<file path="config.mk">
export PLATFORM = sky130hd
export DESIGN_NAME = hash_message_padder
export DESIGN_NICKNAME = d
export VERILOG_FILES = /design/src/rtl/hmp_pkg.sv /design/src/rtl/hmp_word_gen.sv /design/src/rtl/hash_message_padder.sv
export SDC_FILE = /design/constraint.sdc
export NUM_CORES = 1
export LEC_CHECK = 0
export BUFFER_PORTS_ARGS = -buffer_cell sky130_fd_sc_hd__buf_2
export CORE_MARGIN = 5
export CORE_UTILIZATION = 25
export CTS_CLUSTER_SIZE = 16
export DETAILED_ROUTE_END_ITERATION = 12
export PLACE_DENSITY = 0.5
export SYNTH_ARGS = -nofsm -noshare
export SYNTH_HDL_FRONTEND = slang
export SYNTH_SLANG_ARGS = --single-unit
</file>
<file path="constraint.sdc">
create_clock -name clock -period 7.2 [get_ports clock]
set_input_delay 0.72 -clock clock [delete_from_list [all_inputs] [get_ports clock]]
set_output_delay 0.72 -clock clock [all_outputs]
set_load 0.01 [all_outputs]
</file>
<file path="src/rtl/hmp_pkg.sv">
// hmp_pkg: shared types, codes and helpers of the hash message padder
`default_nettype none

package hmp_pkg;

   // hash modes
   localparam logic [1:0] MODE_SHA256 = 2'd0;
   localparam logic [1:0] MODE_SHA512 = 2'd1;
   localparam logic [1:0] MODE_SHA3   = 2'd2;
   localparam logic [1:0] MODE_SHAKE  = 2'd3;

   // register indexes
   localparam int CSR_IDX_W = 1;
   localparam int CSR_DATA_W = 8;
   localparam logic [CSR_IDX_W-1:0] CSR_HASH_MODE = 1'd0;
   localparam logic [CSR_IDX_W-1:0] CSR_RATE      = 1'd1;

   localparam logic [7:0] RATE_RESET = 8'd136;

   // padding bytes
   localparam logic [7:0] PAD_SHA   = 8'h80;
   localparam logic [7:0] PAD_SHA3  = 8'h06;
   localparam logic [7:0] PAD_SHAKE = 8'h1f;
   localparam logic [7:0] PAD_LAST  = 8'h80;

   // first byte position of the length field
   localparam logic [7:0] LEN_POS_SHA256 = 8'd56;
   localparam logic [7:0] LEN_POS_SHA512 = 8'd112;

   localparam logic [4:0] KECCAK_MIN_WORDS = 5'd9;
   localparam logic [4:0] KECCAK_MAX_WORDS = 5'd21;

   typedef struct packed {
      logic [63:0] data_word;
      logic [3:0]  valid_bytes;
      logic        last_item;
   } req_type;

   typedef struct packed {
      logic [63:0] out_word;
      logic        block_end;
      logic        message_end;
   } rsp_type;

   // context of the padding sequencer handed to the word former
   typedef struct packed {
      logic [1:0]  mode;
      logic [5:0]  g;
      logic        first;
      logic [7:0]  pos;
      logic [5:0]  total;
      logic [4:0]  wlast;
      logic [63:0] data;
      logic [63:0] len_lo;
      logic [63:0] len_hi;
   } hmp_ctx_type;

   // words per hash block for the mode and rate
   function automatic logic [4:0] blk_words(input logic [1:0] mode, input logic [7:0] rate);
      logic [4:0] w;
      begin
         w = rate[7:3];
         if (w < KECCAK_MIN_WORDS) w = KECCAK_MIN_WORDS;
         if (w > KECCAK_MAX_WORDS) w = KECCAK_MAX_WORDS;
         if (mode == MODE_SHA256) w = 5'd8;
         if (mode == MODE_SHA512) w = 5'd16;
         return w;
      end
   endfunction

endpackage

`default_nettype wire

</file>
<file path="src/rtl/hmp_word_gen.sv">
// hmp_word_gen: forms one padded word of the trailing padding sequence
`default_nettype none

module hmp_word_gen (
   input  wire hmp_pkg::hmp_ctx_type ctx,
   output hmp_pkg::rsp_type          word
);
   import hmp_pkg::*;

   logic [5:0]  g_last;
   logic [5:0]  g_prev;
   logic        is_last;
   logic        sha;
   logic [7:0]  pad_byte;
   logic [63:0] pad_word;
   logic [63:0] w_val;

   assign g_last  = ctx.total - 6'd1;
   assign g_prev  = ctx.total - 6'd2;
   assign is_last = (ctx.g == g_last);
   assign sha     = (ctx.mode == MODE_SHA256) || (ctx.mode == MODE_SHA512);

   always_comb begin
      case (ctx.mode)
         MODE_SHA3:  pad_byte = PAD_SHA3;
         MODE_SHAKE: pad_byte = PAD_SHAKE;
         default:    pad_byte = PAD_SHA;
      endcase
   end

   // pad byte lands at byte pos[2:0] counted from the top
   assign pad_word = {56'd0, pad_byte} << {~ctx.pos[2:0], 3'b000};

   always_comb begin
      w_val = ctx.first ? ctx.data : 64'd0;
      if (ctx.g == {1'b0, ctx.pos[7:3]}) w_val = w_val | pad_word;
      if (sha) begin
         if (is_last) w_val = ctx.len_lo;
         else if (ctx.mode == MODE_SHA512 && ctx.g == g_prev) w_val = ctx.len_hi;
      end else if (is_last) begin
         w_val = w_val | {56'd0, PAD_LAST};
      end
   end

   assign word.out_word    = w_val;
   assign word.block_end   = (ctx.g == {1'b0, ctx.wlast}) || is_last;
   assign word.message_end = is_last;

endmodule

`default_nettype wire

</file>
<file path="src/rtl/hash_message_padder.sv">
// hash_message_padder: sha-1/sha-2/sha-3/shake message padding on a 64-bit word stream
// a word that is not last is registered and leaves in the cycle after its beat is taken
// throughput: one non-last word per cycle while the output is not stalled; a last word holds
//   the input while the ST_LEN state folds the length carry and while the padding sequencer
//   forms its n padded words (up to 22), one word per cycle while the output is not stalled
// the input stalls while padding words are being produced and while the output is held
// reset (synchronous, active high) clears the length count and block position, sets
//   hash_mode to sha-1/sha-256 and keccak_rate_bytes to 136
`default_nettype none

module hash_message_padder (
   input  wire                                 clock,
   input  wire                                 reset,
   // message words
   input  wire                                 req_valid,
   output logic                                req_stall,
   input  wire hmp_pkg::req_type               req_payload,
   // padded words
   output logic                                rsp_valid,
   input  wire                                 rsp_stall,
   output hmp_pkg::rsp_type                    rsp_payload,
   // register writes
   input  wire                                 csr_we,
   input  wire [hmp_pkg::CSR_IDX_W-1:0]        csr_index,
   input  wire [hmp_pkg::CSR_DATA_W-1:0]       csr_wdata
);
   import hmp_pkg::*;

   // sequencer states
   localparam logic [1:0] ST_IDLE = 2'd0;  // taking message words
   localparam logic [1:0] ST_LEN  = 2'd1;  // folding the last carry into the high count
   localparam logic [1:0] ST_PAD  = 2'd2;  // emitting padding words

   // registers
   logic [1:0]  state_ff, state_in;
   logic [1:0]  mode_ff, mode_in;
   logic [7:0]  rate_ff, rate_in;
   logic [63:0] cnt_lo_ff, cnt_lo_in;
   logic [60:0] cnt_hi_ff, cnt_hi_in;
   logic        carry_ff, carry_in;
   logic [4:0]  wib_ff, wib_in;
   logic        rsp_valid_ff, rsp_valid_in;
   rsp_type     rsp_data_ff, rsp_data_in;
   // padding context
   logic [63:0] data_ff, data_in;
   logic [7:0]  pos_ff, pos_in;
   logic [5:0]  g_ff, g_in;
   logic [5:0]  total_ff, total_in;
   logic        first_ff, first_in;

   // combinational helpers
   logic        req_take;
   logic        out_free;
   logic [4:0]  w_c;
   logic [4:0]  wlast_c;
   logic [4:0]  wib_c;
   logic [3:0]  v_c;
   logic [64:0] lo_sum;
   logic [63:0] mask_c;
   logic [7:0]  pos_c;
   logic [7:0]  limit_c;
   logic        two_blk;
   hmp_ctx_type ctx;
   rsp_type     pad_word;

   // block geometry from the current mode and rate
   assign w_c     = blk_words(mode_ff, rate_ff);
   assign wlast_c = w_c - 5'd1;
   // an index left past the end by a mode change counts as the last word of the block
   assign wib_c   = (wib_ff > wlast_c) ? wlast_c : wib_ff;

   // valid count saturates at eight
   assign v_c = (req_payload.valid_bytes > 4'd8) ? 4'd8 : req_payload.valid_bytes;

   // output slot is free when empty or being drained this cycle
   assign out_free  = !rsp_valid_ff || !rsp_stall;
   assign req_stall = (state_ff != ST_IDLE) || !out_free;
   assign req_take  = req_valid && !req_stall;

   // a non-last beat always counts as eight bytes
   assign lo_sum = {1'b0, cnt_lo_ff}
                 + {61'd0, (req_payload.last_item ? v_c : 4'd8)};

   // keep only the leading valid bytes
   always_comb begin
      for (int i = 0; i < 8; i++) begin
         mask_c[63-8*i -: 8] = (4'(i) < v_c) ? 8'hff : 8'h00;
      end
   end

   // first free byte after the data, counted from the block start
   assign pos_c = {wib_c, 3'b000} + {4'd0, v_c};

   // room needed at the block end: length field for sha, one byte for keccak
   always_comb begin
      unique case (mode_ff)
         MODE_SHA256: limit_c = LEN_POS_SHA256;
         MODE_SHA512: limit_c = LEN_POS_SHA512;
         default:     limit_c = {w_c, 3'b000};
      endcase
   end
   assign two_blk = (pos_c >= limit_c);

   // shared word former, stepped once per padding word
   assign ctx.mode   = mode_ff;
   assign ctx.g      = g_ff;
   assign ctx.first  = first_ff;
   assign ctx.pos    = pos_ff;
   assign ctx.total  = total_ff;
   assign ctx.wlast  = wlast_c;
   assign ctx.data   = data_ff;
   assign ctx.len_lo = {cnt_lo_ff[60:0], 3'b000};
   assign ctx.len_hi = {cnt_hi_ff, cnt_lo_ff[63:61]};

   hmp_word_gen u_word_gen (
      .ctx  (ctx),
      .word (pad_word)
   );

   always_comb begin
      state_in     = state_ff;
      mode_in      = mode_ff;
      rate_in      = rate_ff;
      cnt_lo_in    = cnt_lo_ff;
      // carry from the previous add is registered and absorbed in the following cycle
      cnt_hi_in    = cnt_hi_ff + {60'd0, carry_ff};
      carry_in     = 1'b0;
      wib_in       = wib_ff;
      rsp_valid_in = rsp_valid_ff && rsp_stall;
      rsp_data_in  = rsp_data_ff;
      data_in      = data_ff;
      pos_in       = pos_ff;
      g_in         = g_ff;
      total_in     = total_ff;
      first_in     = first_ff;

      if (csr_we) begin
         unique case (csr_index)
            CSR_HASH_MODE: mode_in = csr_wdata[1:0];
            CSR_RATE:      rate_in = csr_wdata;
            default:       ;
         endcase
      end

      unique case (state_ff)
         ST_IDLE: begin
            if (req_take) begin
               cnt_lo_in = lo_sum[63:0];
               carry_in  = lo_sum[64];
               if (!req_payload.last_item) begin
                  // message word passes straight through
                  rsp_valid_in            = 1'b1;
                  rsp_data_in.out_word    = req_payload.data_word;
                  rsp_data_in.block_end   = (wib_c == wlast_c);
                  rsp_data_in.message_end = 1'b0;
                  wib_in = (wib_c == wlast_c) ? 5'd0 : wib_c + 5'd1;
               end else begin
                  // capture the tail and start the padding run
                  data_in  = req_payload.data_word & mask_c;
                  pos_in   = pos_c;
                  g_in     = {1'b0, wib_c};
                  first_in = 1'b1;
                  total_in = two_blk ? {w_c, 1'b0} : {1'b0, w_c};
                  state_in = ST_LEN;
               end
            end
         end
         ST_LEN: begin
            state_in = ST_PAD;
         end
         ST_PAD: begin
            if (out_free) begin
               rsp_valid_in = 1'b1;
               rsp_data_in  = pad_word;
               first_in     = 1'b0;
               if (pad_word.message_end) begin
                  // message done: ready for the next one
                  state_in  = ST_IDLE;
                  cnt_lo_in = 64'd0;
                  cnt_hi_in = 61'd0;
                  wib_in    = 5'd0;
               end else begin
                  g_in = g_ff + 6'd1;
               end
            end
         end
         default: begin
            state_in = ST_IDLE;
         end
      endcase
   end

   always_ff @(posedge clock) begin
      if (reset) begin
         state_ff     <= ST_IDLE;
         mode_ff      <= MODE_SHA256;
         rate_ff      <= RATE_RESET;
         cnt_lo_ff    <= 64'd0;
         cnt_hi_ff    <= 61'd0;
         carry_ff     <= 1'b0;
         wib_ff       <= 5'd0;
         rsp_valid_ff <= 1'b0;
      end else begin
         state_ff     <= state_in;
         mode_ff      <= mode_in;
         rate_ff      <= rate_in;
         cnt_lo_ff    <= cnt_lo_in;
         cnt_hi_ff    <= cnt_hi_in;
         carry_ff     <= carry_in;
         wib_ff       <= wib_in;
         rsp_valid_ff <= rsp_valid_in;
      end
   end

   // payload and padding context carry no reset
   always_ff @(posedge clock) begin
      rsp_data_ff <= rsp_data_in;
      data_ff     <= data_in;
      pos_ff      <= pos_in;
      g_ff        <= g_in;
      total_ff    <= total_in;
      first_ff    <= first_in;
   end

   assign rsp_valid   = rsp_valid_ff;
   assign rsp_payload = rsp_data_ff;

   // a beat is only taken while no padding run is active
   a_take_idle: assert property (@(posedge clock) disable iff (reset)
      (req_valid && !req_stall) |-> (state_ff == ST_IDLE))
      else $error("input beat taken during padding");

   // the padding word index never runs past the message end
   a_g_range: assert property (@(posedge clock) disable iff (reset)
      (state_ff == ST_PAD) |-> (g_ff < total_ff))
      else $error("padding index past message end");

   // the high count has absorbed every carry once padding starts
   a_carry_done: assert property (@(posedge clock) disable iff (reset)
      (state_ff == ST_PAD) |-> !carry_ff)
      else $error("length carry pending during padding");

   // a message end word clears the length count
   a_cnt_clear: assert property (@(posedge clock) disable iff (reset)
      (state_ff == ST_PAD && out_free && pad_word.message_end)
         |=> (cnt_lo_ff == 64'd0 && cnt_hi_ff == 61'd0 && wib_ff == 5'd0))
      else $error("length count not cleared after message end");

endmodule

`default_nettype wire
</file>
==> run summary <==
Max-slew headroom: 27.23%
GRT Util Overall: 15.36%
most common cell after layout, fill and taps aside: nor2_1
Yosys top cell area share: 30.61%
hpwl dp: 36030 um
Most used DFF post-synth: edfxtp_1
post-synthesis compound-gate area fraction: 14.55%
area grow syn2layout: 18.05%
antenna violations before repair: 1
number of synthesized flops with an enable pin: 151
Worst Path Arrival: 6.08 ns
full die area: 64230 um^2
Routed WL per cell: 20.48 um
vias in the first global route: 12.24k
number of hold buffers added after cts: 0
nets@finish: 1792
GRT overflow: 0
placed cell areas: 16480 um^2
pin count of the biggest net entering global routing: 84
Avg Cell Area, Syn: 9.515 um^2
Synth Net Count: 1665
first-pass GRT wire length: 75580 um
commonest non-fill, non-tap cells in the layout: 155 x nor2_1, 151 x edfxtp_1, 149 x buf_2
drt first-iter violations: 874
ys async rst share: 0%
Slew Limit Fails: 0
Yosys top cell by area: edfxtp_1
Synth cell types: 68
I/O Buffers: 149
Antenna Violating Nets Remaining: 0
Setup Fix Bufs, Post-CTS: 0
Fmax: 172.1 MHz
YS warnings: 0
top cells by area, synth: edfxtp_1 31%, dfxtp_1 19%, xnor2_1 4.4%
Core Region: 58910 um^2
crit path max fanout: 8
count of state elements after synthesis: 292
number of vias per cell: 5.023
final instance area: 17490 um^2
Post-Synth Simple-Gate Area: 22.67%
xor and xnor area share after synthesis: 6.798%
Slew @ Worst Pin: 1.083 ns
Die Height: 253.4 um
Fillers: 6148
Worst Clk Skew: 0.01457 ns
Reg2Reg Setup Slack: 1.39 ns
crit share post-route: 80.70%
leakage power: 0.006108 uW
largest family of logic cells by synthesized area: simple AND/OR/NAND/NOR gates
worst hold path type: primary input to flip-flop
Seq/Total Area, Yosys: 49.66%
Total Wirelength: 50820 um
CP required: 7.47 ns
DRC violations left: 0
Num CTS Buffers: 34
# diodes: 0
RD Place Congestion: 0.8143
CTS Sinks: 292
clock-pin slew on the worst setup and hold paths: 0.06 ns
Crit Path Category: flip-flop to flip-flop
TritonRoute pass-1 iters: 5
critical path endpoint category: flip-flop
mapped cell area: 14820 um^2
fraction of layout instances using a drive strength above 1: 14.29%
endpoints failing hold: 0
max cap viols: 0
area of the multi-input gates: 7084 um^2
fin crit period: 5.810 ns
number of core rows: 89
Fin Setup TNS: 0 ns
flip-flop and latch area: 7357 um^2
Resize count post-CTS: 0
CTS tree: yes
Synth Area in Adders: 2.230%
vias: 12.46k
RSZ-0062 raised after global routing: no
post-synthesis mux area share: 1.013%
Initial Utilization: 25.15%
IO Pins: 151
die width: 253.4 um
H-tree depth: 2
Worst-Skew Late Latency: 0.55 ns
Mapped Cells: 1557
final-report setup violation count: 0
clk buf depth: 3
Root Buffer: clkbuf_16
Pwr Density: 221.1 nW/um^2
Layout Utilization: 29.69%
status: finished clean
startpoint types: flip-flop
Peak supply drop: 0.1325 mV
==> flip-flops by register name (all words and copies together), names as in the netlist <==
register     flops
state_ff         2
data_ff         64
cnt_lo_ff       64
rsp_payload     66
rate_ff          5
first_ff         1
mode_ff          2
wib_ff           5
carry_ff         1
rsp_valid        1
g_ff             6
cnt_hi_ff       61
pos_ff           8
total_ff         6
==> layer usage <==
| layer | routed length [um] | vias to the layer above | GRT usage [%] |
|---|---|---|---|
| li1 | - | 5920 | - |
| met1 | 22850 | 6095 | 20.63 |
| met2 | 23400 | 361 | 25.05 |
| met3 | 2950 | 85 | 2.773 |
| met4 | 1621 | 0 | 5.214 |
| met5 | 0 | - | 0 |
==> cell usage after synthesis (3+ instances only) <==
cell type and number:
nor3_1 37, and2_1 33, buf_1 5, or2_2 6, a21oi_1 90, xnor2_1 74, nor2b_1 64, edfxtp_1 151
a21boi_0 3, or4_1 15, a22oi_1 53, nor3b_1 6, o22ai_1 20, nand2b_1 13, a211oi_1 21, nor4_1 13
nand4_1 25, or3_1 30, a21o_1 5, a31oi_1 17, mux2i_1 15, and4_1 9, clkbuf_1 76, a211o_1 5
and3_1 23, o211ai_1 40, nor4b_1 5, nand3_1 59, o31ai_1 12, nand3b_1 5, xor2_1 41, nor2_1 159
dfxtp_1 141, nand2_1 146, ha_1 24, inv_1 34, o21ai_0 42, a32o_1 4
==> stage by stage <==
stage / setup slack, ns / power (uW) / cells / hold slack [ns]
after CTS: 1.432 / 3924 / 2481 / 0.4039
final: 1.390 / 3867 / 2481 / 0.4311
after floorplan: 1.975 / 2108 / 1557 / 0.4477
after detailed placement: 1.443 / 2265 / 2421 / 0.4887
after global placement: 1.517 / 2261 / 2421 / 0.4765
after global routing: 1.022 / 4031 / 2481 / 0.4231
==> cell type report <==
class,instances,area share [%]
clock buffers,50,5.444
clock inverters,10,0.3219
inverters,35,0.7512
multi-input cells,1146,40.51
flip-flops and latches,292,42.07
well taps,773,5.530
repair buffers,175,5.380
==> worst paths after layout <==
check / depth (start not counted) / to / from
setup reg to reg: 21 / total_ff[1]$_DFFE_PP_ / rate_ff[5]$_SDFFE_PP0P_
setup / recovery: 21 / total_ff[1]$_DFFE_PP_ / rate_ff[5]$_SDFFE_PP0P_
hold / removal: 3 / mode_ff[1]$_SDFFE_PP0P_ / csr_wdata[1]
hold reg to reg: 2 / cnt_lo_ff[42]$_SDFFE_PP0P_ / cnt_lo_ff[42]$_SDFFE_PP0P_
==> where the power goes <==
group / switching [uW] / internal, uW / total [uW]
clock network: 721 / 919 / 1640
registers: 34.3 / 1830 / 1860
logic: 234 / 129 / 363
==> critical path, stage by stage (launching register included) <==
cell      delay, ns
dfxtp_1        0.36
or2_2          0.29
a22oi_1        0.21
o21ai_1        0.27
ha_1           0.34
nor3b_1        0.15
o22ai_1        0.33
inv_1          0.12
ha_1           0.33
inv_1          0.05
o311a_1        0.43
or2_2          0.41
mux2i_1        0.28
inv_1          0.11
ha_1           0.21
ha_1           0.30
ha_1           0.30
a21boi_0       0.12
o211ai_1       0.16
nand3b_1       0.10
a21oi_1        0.51
mux2i_1        0.15
==> cell families after synthesis <==
| kind of cell | Yosys count |
|---|---|
| XOR/XNOR | 115 |
| flip-flops | 292 |
| adder cells (fa/ha/maj) | 26 |
| multiplexers | 15 |
| buffers and inverters | 119 |
| AO/OA/AOI/OAI | 332 |
| AND/OR/NAND/NOR | 658 |
(Power assumes the default switching activity.)
